===== src/hw/rtl/aea_pkg.sv =====
package aea_pkg;

   // Fixed-point formats of the datapath.
   localparam int EV_FRAC_BITS = 8;
   localparam int EV_BITS      = 14;
   localparam int LUM_BITS     = 16;
   localparam int COMP_BITS    = 12;
   localparam int GAIN_BITS    = 17;
   localparam int REPORT_BITS  = 32;

   // Luminance samples beyond +/-20 EV are treated as bogus.
   localparam logic signed [LUM_BITS:0] LUM_LIMIT = (LUM_BITS + 1)'(20 << EV_FRAC_BITS);

   // Smoothing coefficients in Q0.16.
   localparam logic [13:0] COEF_UP   = 14'd5243;
   localparam logic [13:0] COEF_DOWN = 14'd9830;

   localparam logic [GAIN_BITS-1:0] GAIN_ONE = GAIN_BITS'(4096);
   localparam logic [GAIN_BITS-1:0] GAIN_MAX = GAIN_BITS'(131071);

   // Item kinds carried on tuser.
   localparam logic KIND_SAMPLE = 1'b0;
   localparam logic KIND_RESET  = 1'b1;

   // Register indexes on the configuration port.
   localparam logic [2:0] REG_ENABLE     = 3'd0;
   localparam logic [2:0] REG_FIXED_MODE = 3'd1;
   localparam logic [2:0] REG_METER_MODE = 3'd2;
   localparam logic [2:0] REG_COMP_EV    = 3'd3;
   localparam logic [2:0] REG_MIN_EV     = 3'd4;
   localparam logic [2:0] REG_MAX_EV     = 3'd5;

   // 2^(k/16) and 2^(k/256) in Q16, indexed by the high and low nibble of the fraction.
   localparam logic [16:0] POW_HI [16] = '{
      17'd65536, 17'd68438, 17'd71468, 17'd74632, 17'd77936, 17'd81386, 17'd84990, 17'd88752,
      17'd92682, 17'd96785, 17'd101070, 17'd105545, 17'd110218, 17'd115098, 17'd120194,
      17'd125515
   };
   localparam logic [16:0] POW_LO [16] = '{
      17'd65536, 17'd65714, 17'd65892, 17'd66071, 17'd66250, 17'd66429, 17'd66609, 17'd66790,
      17'd66971, 17'd67153, 17'd67335, 17'd67517, 17'd67700, 17'd67884, 17'd68068, 17'd68252
   };

   // Per metering mode scale in Q12: average, center weighted, spot, histogram.
   localparam logic [12:0] MODE_FACTOR [4] = '{13'd4096, 13'd4424, 13'd4833, 13'd4096};

   typedef struct packed {
      logic                        enable;
      logic                        fixed_mode;
      logic [1:0]                  meter_mode;
      logic signed [COMP_BITS-1:0] comp_ev;
      logic signed [EV_BITS-1:0]   min_ev;
      logic signed [EV_BITS-1:0]   max_ev;
   } cfg_type;

   typedef struct packed {
      logic                       kind;
      logic signed [LUM_BITS-1:0] log_lum;
      logic                       lum_valid;
   } item_type;

endpackage


===== src/hw/rtl/aea_csr.sv =====
module aea_csr (
   input  logic             clock,
   input  logic             reset,
   input  logic             csr_psel,
   input  logic             csr_penable,
   input  logic             csr_pwrite,
   input  logic [4:0]       csr_paddr,
   input  logic [31:0]      csr_pwdata,
   output logic [31:0]      csr_prdata,
   output logic             csr_pready,
   output aea_pkg::cfg_type cfg
);

   aea_pkg::cfg_type cfg_ff;
   aea_pkg::cfg_type cfg_in;
   logic             wr_en;
   logic [2:0]       reg_idx;

   assign csr_pready = 1'b1;
   assign wr_en      = csr_psel && csr_penable && csr_pwrite && csr_pready;
   assign reg_idx    = csr_paddr[4:2];
   assign cfg        = cfg_ff;

   always_comb begin
      cfg_in = cfg_ff;
      if (wr_en) begin
         case (reg_idx)
            aea_pkg::REG_ENABLE:     cfg_in.enable     = csr_pwdata[0];
            aea_pkg::REG_FIXED_MODE: cfg_in.fixed_mode = csr_pwdata[0];
            aea_pkg::REG_METER_MODE: cfg_in.meter_mode = csr_pwdata[1:0];
            aea_pkg::REG_COMP_EV:    cfg_in.comp_ev    = csr_pwdata[aea_pkg::COMP_BITS-1:0];
            aea_pkg::REG_MIN_EV:     cfg_in.min_ev     = csr_pwdata[aea_pkg::EV_BITS-1:0];
            aea_pkg::REG_MAX_EV:     cfg_in.max_ev     = csr_pwdata[aea_pkg::EV_BITS-1:0];
            default: ;
         endcase
      end
   end

   always_ff @(posedge clock) begin
      if (reset) begin
         cfg_ff.enable     <= 1'b0;
         cfg_ff.fixed_mode <= 1'b0;
         cfg_ff.meter_mode <= 2'd1;
         cfg_ff.comp_ev    <= '0;
         cfg_ff.min_ev     <= aea_pkg::EV_BITS'(-1024);
         cfg_ff.max_ev     <= aea_pkg::EV_BITS'(1024);
      end else begin
         cfg_ff <= cfg_in;
      end
   end

   always_comb begin
      case (reg_idx)
         aea_pkg::REG_ENABLE:     csr_prdata = 32'(cfg_ff.enable);
         aea_pkg::REG_FIXED_MODE: csr_prdata = 32'(cfg_ff.fixed_mode);
         aea_pkg::REG_METER_MODE: csr_prdata = 32'(cfg_ff.meter_mode);
         aea_pkg::REG_COMP_EV:    csr_prdata = 32'(unsigned'(cfg_ff.comp_ev));
         aea_pkg::REG_MIN_EV:     csr_prdata = 32'(unsigned'(cfg_ff.min_ev));
         aea_pkg::REG_MAX_EV:     csr_prdata = 32'(unsigned'(cfg_ff.max_ev));
         default:                 csr_prdata = '0;
      endcase
   end

endmodule


===== src/hw/rtl/aea_gain.sv =====
module aea_gain (
   input  logic                            clock,
   input  aea_pkg::cfg_type                cfg,
   input  logic                            load,
   output logic [aea_pkg::GAIN_BITS-1:0]   meter_gain
);

   logic [7:0]                      frac;
   logic [33:0]                     pow_prod;
   logic [16:0]                     mant_ff;
   logic [16:0]                     mant_in;
   logic [29:0]                     scaled;
   logic [3:0]                      ev_int;
   logic [4:0]                      shift_amt;
   logic [30:0]                     rounded;
   logic [30:0]                     shifted;
   logic [aea_pkg::GAIN_BITS-1:0]   gain_ff;
   logic [aea_pkg::GAIN_BITS-1:0]   gain_in;

   // The compensation is already Q8: low byte is the fraction, the rest the integer part.
   assign frac   = cfg.comp_ev[7:0];
   assign ev_int = cfg.comp_ev[aea_pkg::COMP_BITS-1:8];

   // The mantissa only follows the configuration, so it is computed ahead and registered.
   assign pow_prod = 34'(aea_pkg::POW_HI[frac[7:4]]) * 34'(aea_pkg::POW_LO[frac[3:0]]);
   assign mant_in  = 17'((pow_prod + 34'd32768) >> 16);

   always_ff @(posedge clock) begin
      mant_ff <= mant_in;
   end

   // Scale is Q28 after the multiply; shift by 16 minus the integer exponent, rounding half up.
   assign scaled    = 30'(aea_pkg::MODE_FACTOR[cfg.meter_mode]) * 30'(mant_ff);
   assign shift_amt = 5'd16 - 5'({ev_int[3], ev_int});
   assign rounded   = {1'b0, scaled} + (31'd1 << (shift_amt - 5'd1));
   assign shifted   = rounded >> shift_amt;

   always_comb begin
      if (!cfg.enable || cfg.fixed_mode) begin
         gain_in = aea_pkg::GAIN_ONE;
      end else if (shifted > 31'(aea_pkg::GAIN_MAX)) begin
         gain_in = aea_pkg::GAIN_MAX;
      end else begin
         gain_in = shifted[aea_pkg::GAIN_BITS-1:0];
      end
   end

   always_ff @(posedge clock) begin
      if (load) begin
         gain_ff <= gain_in;
      end
   end

   assign meter_gain = gain_ff;

endmodule


===== src/hw/rtl/aea_update.sv =====
module aea_update #(
   parameter int COUNT_BITS = 32
) (
   input  logic                                  clock,
   input  logic                                  reset,
   input  aea_pkg::cfg_type                      cfg,
   input  logic                                  fire,
   input  aea_pkg::item_type                     item,
   output logic signed [aea_pkg::EV_BITS-1:0]    current_ev,
   output logic signed [aea_pkg::EV_BITS-1:0]    target_ev,
   output logic                                  locked,
   output logic [aea_pkg::REPORT_BITS-1:0]       frame_count,
   output logic [aea_pkg::REPORT_BITS-1:0]       reset_count,
   output logic signed [aea_pkg::EV_BITS-1:0]    last_lum
);

   localparam int RptBits = (COUNT_BITS < aea_pkg::REPORT_BITS) ? COUNT_BITS
                                                               : aea_pkg::REPORT_BITS;

   logic signed [aea_pkg::EV_BITS-1:0] smooth_ff, smooth_in;
   logic signed [aea_pkg::EV_BITS-1:0] goal_ff, goal_in;
   logic signed [aea_pkg::EV_BITS-1:0] lum_ff, lum_in;
   logic                               lock_ff, lock_in;
   logic [COUNT_BITS-1:0]              frames_ff, frames_in;
   logic [COUNT_BITS-1:0]              resets_ff, resets_in;

   logic signed [aea_pkg::LUM_BITS:0]  lum_wide;
   logic signed [aea_pkg::LUM_BITS:0]  ev_raw;
   logic signed [aea_pkg::EV_BITS-1:0] ev_clamped;
   logic signed [aea_pkg::EV_BITS:0]   ev_diff;
   logic signed [29:0]                 step_prod;
   logic                               reject;

   assign lum_wide = (aea_pkg::LUM_BITS + 1)'(item.log_lum);
   assign ev_raw   = (aea_pkg::LUM_BITS + 1)'(cfg.comp_ev) - lum_wide;

   // With min above max, anything not below min lands on max.
   always_comb begin
      if (ev_raw < (aea_pkg::LUM_BITS + 1)'(cfg.min_ev)) begin
         ev_clamped = cfg.min_ev;
      end else if (ev_raw > (aea_pkg::LUM_BITS + 1)'(cfg.max_ev)) begin
         ev_clamped = cfg.max_ev;
      end else if (ev_raw < (aea_pkg::LUM_BITS + 1)'(cfg.max_ev)) begin
         ev_clamped = ev_raw[aea_pkg::EV_BITS-1:0];
      end else begin
         ev_clamped = cfg.max_ev;
      end
   end

   // Taking the upper bits of the product floors the Q16 step toward minus infinity.
   assign ev_diff   = (aea_pkg::EV_BITS + 1)'(ev_clamped) - (aea_pkg::EV_BITS + 1)'(smooth_ff);
   assign step_prod = 30'(ev_diff) * ((ev_clamped > smooth_ff) ? 30'(aea_pkg::COEF_UP)
                                                               : 30'(aea_pkg::COEF_DOWN));

   assign reject = !cfg.enable || cfg.fixed_mode || !item.lum_valid
                   || (lum_wide < -aea_pkg::LUM_LIMIT) || (lum_wide > aea_pkg::LUM_LIMIT);

   always_comb begin
      smooth_in = smooth_ff;
      goal_in   = goal_ff;
      lum_in    = lum_ff;
      lock_in   = lock_ff;
      frames_in = frames_ff;
      resets_in = resets_ff;
      if (fire) begin
         if (item.kind == aea_pkg::KIND_RESET) begin
            if (cfg.enable) begin
               smooth_in = '0;
               goal_in   = '0;
               lum_in    = '0;
               lock_in   = 1'b0;
               resets_in = resets_ff + COUNT_BITS'(1);
            end
         end else begin
            frames_in = frames_ff + COUNT_BITS'(1);
            if (reject) begin
               lock_in = 1'b0;
            end else begin
               lum_in  = item.log_lum[aea_pkg::EV_BITS-1:0];
               goal_in = ev_clamped;
               lock_in = 1'b1;
               if (!lock_ff) begin
                  smooth_in = ev_clamped;
               end else begin
                  smooth_in = smooth_ff + step_prod[16 +: aea_pkg::EV_BITS];
               end
            end
         end
      end
   end

   always_ff @(posedge clock) begin
      if (reset) begin
         smooth_ff <= '0;
         goal_ff   <= '0;
         lum_ff    <= '0;
         lock_ff   <= 1'b0;
         frames_ff <= '0;
         resets_ff <= '0;
      end else begin
         smooth_ff <= smooth_in;
         goal_ff   <= goal_in;
         lum_ff    <= lum_in;
         lock_ff   <= lock_in;
         frames_ff <= frames_in;
         resets_ff <= resets_in;
      end
   end

   assign current_ev  = smooth_ff;
   assign target_ev   = goal_ff;
   assign locked      = lock_ff;
   assign last_lum    = lum_ff;
   assign frame_count = aea_pkg::REPORT_BITS'(frames_ff[RptBits-1:0]);
   assign reset_count = aea_pkg::REPORT_BITS'(resets_ff[RptBits-1:0]);

`ifndef SYNTHESIS
   a_reset_clears: assert property (@(posedge clock) disable iff (reset)
      fire && item.kind == aea_pkg::KIND_RESET && cfg.enable
      |=> !lock_ff && smooth_ff == '0 && goal_ff == '0 && lum_ff == '0)
      else $error("reset event did not clear the adaptation state");

   a_sample_counts: assert property (@(posedge clock) disable iff (reset)
      fire && item.kind == aea_pkg::KIND_SAMPLE
      |=> frames_ff == $past(frames_ff) + COUNT_BITS'(1) && $stable(resets_ff))
      else $error("sample did not advance the frame count alone");

   a_idle_holds: assert property (@(posedge clock) disable iff (reset)
      !fire |=> $stable(smooth_ff) && $stable(goal_ff) && $stable(lock_ff)
                && $stable(frames_ff) && $stable(resets_ff))
      else $error("state changed without a processed item");

   a_reject_unlocks: assert property (@(posedge clock) disable iff (reset)
      fire && item.kind == aea_pkg::KIND_SAMPLE && reject |=> !lock_ff)
      else $error("rejected sample left the lock set");
`endif

endmodule


===== src/hw/rtl/auto_exposure_adaptation_core.sv =====
// Auto-exposure eye adaptation controller, one item per frame.
// req channel: tuser is the item kind (0 luminance sample, 1 reset event);
// tdata carries log_lum (Q8, signed) and lum_valid. Every item gives exactly
// one transfer on the rsp channel with the smoothed and target EV, the lock
// flag, the meter gain (Q12), both counters and the last accepted luminance.
// From the req transfer to rsp_tvalid an item passes the input register and then
// the update logic into the state registers, which double as the result
// register. Throughput is one item per cycle while rsp_tready stays high; the
// limit is the single state update per clock that each item depends on.
// The meter gain mantissa is registered from the configuration, so it is
// ready in the cycle after a configuration register changes.
// While rsp_tready is low the result holds and one more item is taken into
// the input register; req_tready then drops until the result is taken.
// Reset clears the state, the counters and the configuration registers to their defaults.
// The user must write registers over the csr port only while no item is in flight; the block does not enforce it.
module auto_exposure_adaptation_core #(
   parameter int COUNT_BITS = 32
) (
   input  logic         clock,
   input  logic         reset,
   input  logic         csr_psel,
   input  logic         csr_penable,
   input  logic         csr_pwrite,
   input  logic [4:0]   csr_paddr,
   input  logic [31:0]  csr_pwdata,
   output logic [31:0]  csr_prdata,
   output logic         csr_pready,
   input  logic         req_tvalid,
   output logic         req_tready,
   input  logic [23:0]  req_tdata,   // log_lum[15:0], lum_valid[16], zero[23:17]
   input  logic         req_tuser,   // kind
   output logic         rsp_tvalid,
   input  logic         rsp_tready,
   output logic [127:0] rsp_tdata    // current_ev[13:0], target_ev[27:14], locked[28],
                                     // meter_gain[45:29], frame_count[77:46],
                                     // reset_count[109:78], last_lum[123:110], zero[127:124]
);

   aea_pkg::cfg_type  cfg;
   aea_pkg::item_type item_ff, item_in;
   logic              in_valid_ff, in_valid_in;
   logic              rsp_valid_ff, rsp_valid_in;
   logic              advance;
   logic              fire;
   logic              req_xfer;

   logic signed [aea_pkg::EV_BITS-1:0]  current_ev, target_ev, last_lum;
   logic                                locked;
   logic [aea_pkg::GAIN_BITS-1:0]       meter_gain;
   logic [aea_pkg::REPORT_BITS-1:0]     frame_count, reset_count;

   assign advance    = !rsp_valid_ff || rsp_tready;
   assign fire       = in_valid_ff && advance;
   assign req_tready = !in_valid_ff || advance;
   assign req_xfer   = req_tvalid && req_tready;

   assign item_in.kind      = req_tuser;
   assign item_in.log_lum   = req_tdata[15:0];
   assign item_in.lum_valid = req_tdata[16];

   always_comb begin
      in_valid_in = in_valid_ff;
      if (req_xfer) begin
         in_valid_in = 1'b1;
      end else if (fire) begin
         in_valid_in = 1'b0;
      end
      rsp_valid_in = rsp_valid_ff;
      if (fire) begin
         rsp_valid_in = 1'b1;
      end else if (rsp_tready) begin
         rsp_valid_in = 1'b0;
      end
   end

   always_ff @(posedge clock) begin
      if (reset) begin
         in_valid_ff  <= 1'b0;
         rsp_valid_ff <= 1'b0;
      end else begin
         in_valid_ff  <= in_valid_in;
         rsp_valid_ff <= rsp_valid_in;
      end
   end

   always_ff @(posedge clock) begin
      if (req_xfer) begin
         item_ff <= item_in;
      end
   end

   aea_csr u_csr (
      .clock       (clock),
      .reset       (reset),
      .csr_psel    (csr_psel),
      .csr_penable (csr_penable),
      .csr_pwrite  (csr_pwrite),
      .csr_paddr   (csr_paddr),
      .csr_pwdata  (csr_pwdata),
      .csr_prdata  (csr_prdata),
      .csr_pready  (csr_pready),
      .cfg         (cfg)
   );

   aea_gain u_gain (
      .clock      (clock),
      .cfg        (cfg),
      .load       (fire),
      .meter_gain (meter_gain)
   );

   aea_update #(
      .COUNT_BITS (COUNT_BITS)
   ) u_update (
      .clock       (clock),
      .reset       (reset),
      .cfg         (cfg),
      .fire        (fire),
      .item        (item_ff),
      .current_ev  (current_ev),
      .target_ev   (target_ev),
      .locked      (locked),
      .frame_count (frame_count),
      .reset_count (reset_count),
      .last_lum    (last_lum)
   );

   assign rsp_tvalid = rsp_valid_ff;
   assign rsp_tdata  = {4'd0, last_lum, reset_count, frame_count, meter_gain, locked,
                        target_ev, current_ev};

`ifndef SYNTHESIS
   a_fire_makes_result: assert property (@(posedge clock) disable iff (reset)
      fire |=> rsp_valid_ff)
      else $error("processed item produced no result");

   a_no_overwrite: assert property (@(posedge clock) disable iff (reset)
      rsp_valid_ff && !rsp_tready |-> !fire)
      else $error("pending result overwritten");

   a_full_stalls_input: assert property (@(posedge clock) disable iff (reset)
      in_valid_ff && rsp_valid_ff && !rsp_tready |-> !req_tready)
      else $error("input accepted with both stages full");
`endif

endmodule


===== config.mk =====
export PLATFORM = sky130hd
export DESIGN_NAME = auto_exposure_adaptation_core
export DESIGN_NICKNAME = d
export VERILOG_FILES = /design/src/hw/rtl/aea_pkg.sv /design/src/hw/rtl/aea_csr.sv /design/src/hw/rtl/aea_gain.sv /design/src/hw/rtl/aea_update.sv /design/src/hw/rtl/auto_exposure_adaptation_core.sv
export SDC_FILE = /design/constraint.sdc
export NUM_CORES = 2
export LEC_CHECK = 0
export CORE_MARGIN = 2
export CORE_UTILIZATION = 35
export DETAILED_ROUTE_END_ITERATION = 10
export DONT_BUFFER_PORTS = 1
export GPL_TIMING_DRIVEN = 0
export MAX_ROUTING_LAYER = met4
export REMOVE_ABC_BUFFERS = 1
export SLEW_MARGIN = 10
export SYNTH_ARGS = -nofsm -noshare
export SYNTH_HDL_FRONTEND = slang
export SYNTH_SLANG_ARGS = --single-unit

===== constraint.sdc =====
create_clock -name clock -period 40.5 [get_ports clock]
set_input_delay 2.025 -clock clock [delete_from_list [all_inputs] [get_ports clock]]
set_output_delay 2.025 -clock clock [all_outputs]
set_load 0.02 [all_outputs]

==> results.md <==
- RD Place Congestion: 0.924
- Hold_buf cts: 0
- Routed wire per std cell: 17.7 um
- Fraction of layout cells with a size suffix above 1: 3.49%
- Max incr delay on CP: 740 ps
- Worst-skew pair later-pin latency: 580 ps
- WL final: 85200 um
- Yosys top cell by area: fa_1
- Final Cycle Share: 41.0%
- Hold Crit Depth: 2
- WP data required: 40900 ps
- Worst Max-Slew Pin Slew: 1480 ps
- Setup crit start kind: flip-flop
- Total track usage: 18.8%
- Commonest non-fill, non-tap cell in the layout: inv_1
- Fin crit period: 16610 ps
- Post-CTS setup buffer count: 0
- Initial Util: 35.3%
- Clk sinks: 205
- Setup Skew: 38.4 ps
- HPWL Detailed: 70700 um
- Failing checks: max-capacitance violations
- Largest net degree at the start of global routing: 122
- Commonest register cell after synthesis: dfxtp_1
- Synth top area cells: fa_1, ha_1, dfxtp_1, inv_1, nand2_1
- Layout Utilization: 37.7%
- TNS Setup: 0 ps
- Post-synth EDFFs: 35
- Sequential cell area fraction in the yosys report: 14.0%
- DR DRC count: 0
- Critical Path AT: 17000 ps
- Via count: 24600
- Peak fanout along the critical path: 18
- Number of global-route vias before repair: 24700
- TritonRoute pass-1 iters: 5
- Root Driver: clkbuf_16
- Die Height: 306 um
- CP endpoint kind: flip-flop
- First-pass GRT wire length: 138000 um
- CTS max path bufs: 3
- Unrepaired setup endpoints after global routing: no
- Min-delay worst type: reg -> reg
- Buf/Inv on CP: 7
- Antenna-violating nets left: 0
- Final setup vio count: 0
- Clock transition at path regs: 60 ps
- CTS Buf Count: 25
- Count of pins over their slew limit: 0
- Endpoints failing hold: 0
- Most used cell, CP: a21oi_1
- H-tree levels: 1
- Commonest non-fill, non-tap cells in the layout: inv_1, ha_1, fa_1
- Core ar.: 90100 sq um
- Die W: 306 um
- Ports: 232
- Die area: 93500 sq um
- 1st-iter DRT viols: 1694
- Initial antenna violation count: 3
- Status: complete, but fails checks
- Synthesized cell area: 31900 sq um
- Async SR Flop Fraction: 0%
- Seq cells post-synth: 205
- Post-DR vias/cell: 5.10
- Area Growth Syn to Fin: 6.57%
- Worst slew margin: 0.204%
- Synth unique cells: 83
- Post-synth top area share: 24.8%
- Family with the most delay on the worst path: compound AO/OA/AOI/OAI gates
- Final #Nets: 4522
- Post-cts gate resize count: 0
- Setup CP Type: reg -> reg
- Reg2Reg Depth: 66
- Row Count: 110
- Fmax: 0.0602 GHz
- IO buf count: 0
- TritonCTS clock tree: built
- CP max-delay cell: a2111oi_0
- Max-cap violations: 1
- Yosys warns: 0
- Levels on crit path: 66
- Syn Area/Cell: 8.58 sq um
- GRT Residual Overflow: 0
- Post-Synthesis Cells: 3714
-- cell usage after synthesis (24+ instances only) --
cell,n
o21a_1,27
nand3_1,51
nor3_1,47
o21ai_0,123
buf_4,24
inv_1,631
nand2_1,339
mux2i_1,89
nor2_1,324
dfxtp_1,170
nor2b_1,36
xnor2_1,76
ha_1,434
a21o_1,45
edfxtp_1,35
xor2_1,72
nand4_1,32
and3_1,24
and2_1,88
a21oi_1,173
clkbuf_1,99
fa_1,395
-- per-stage QoR --
step | instance area (sq um) | hold WS (ps) | setup slack [ps] | std cells
2_1_floorplan | 31300 | 443 | 26350 | 3584
3_3_place_gp | 32800 | 455 | 22690 | 4760
3_5_place_dp | 33100 | 456 | 23840 | 4773
4_1_cts | 33900 | 464 | 23780 | 4818
5_1_grt | 34000 | 483 | 22640 | 4821
6_report | 34000 | 471 | 23890 | 4821
-- cell families after synthesis --
family          Yosys count  synth area share [%]
simple gates           1045                  15.1
fa+ha+maj               829                  41.9
buf+inv                 794                  9.67
compound gates          589                  11.8
flops                   205                  14.0
xor+xnor                148                  4.07
mux                     102                  3.47
other cells               2                0.0236
-- path summary, 6_finish.rpt --
check / from / end / slack [ps]
hold / removal: u_csr.cfg[15] / u_csr.cfg[15] / 470
hold reg to reg: u_csr.cfg[15] / u_csr.cfg[15] / 470
setup reg to reg: u_csr.cfg[28] / u_update.current_ev[12] / 23890
setup / recovery: u_csr.cfg[28] / u_update.current_ev[12] / 23890
-- worst register-to-register path: cells and delay by family, from the launching register on --
kind | cells | cell delay, ps
AOI/OAI and AO/OA | 32 | 7080
xor gates and xnor gates | 2 | 330
adders and majority gates | 12 | 4880
buffers and inverters | 7 | 470
DFF | 1 | 570
muxes | 3 | 1090
and+or+nand+nor | 10 | 2050
-- cell type report --
cell class | instances | area (sq um)
Antenna cell | 3 | 7.51
Clock buffer | 29 | 662
Clock inverter | 16 | 224
Fill cell | 9058 | 56200
Inverter | 642 | 2410
Multi-Input combinational cell | 2737 | 24500
Sequential cell | 205 | 4460
Tap cell | 1176 | 1470
Timing Repair Buffer | 13 | 190
-- flip-flops by register name, summed over array words and instances, names as in the netlist, 14 cells and up --
| name | count |
|---|---|
| u_update.target_ev | 14 |
| u_gain.meter_gain | 17 |
| u_update.frame_count | 32 |
| u_csr.cfg | 44 |
| u_update.current_ev | 14 |
| u_update.last_lum | 14 |
| u_update.reset_count | 32 |
| u_gain.mant_ff | 17 |
| item_ff | 18 |
-- per-layer routing --
metal / share of wire (%) / up-vias / GRT usage (%)
met2: 45 / 528 / 29.8
met3: 6.3 / 111 / 3.02
li1: - / 12000 / -
met5: 0 / - / -
met4: 1.9 / 0 / 3.30
met1: 46 / 12000 / 25.5
Power is left out: the tool's default activity adds up to more than one toggle a clock period on the data nets, which glitch-free logic cannot reach.
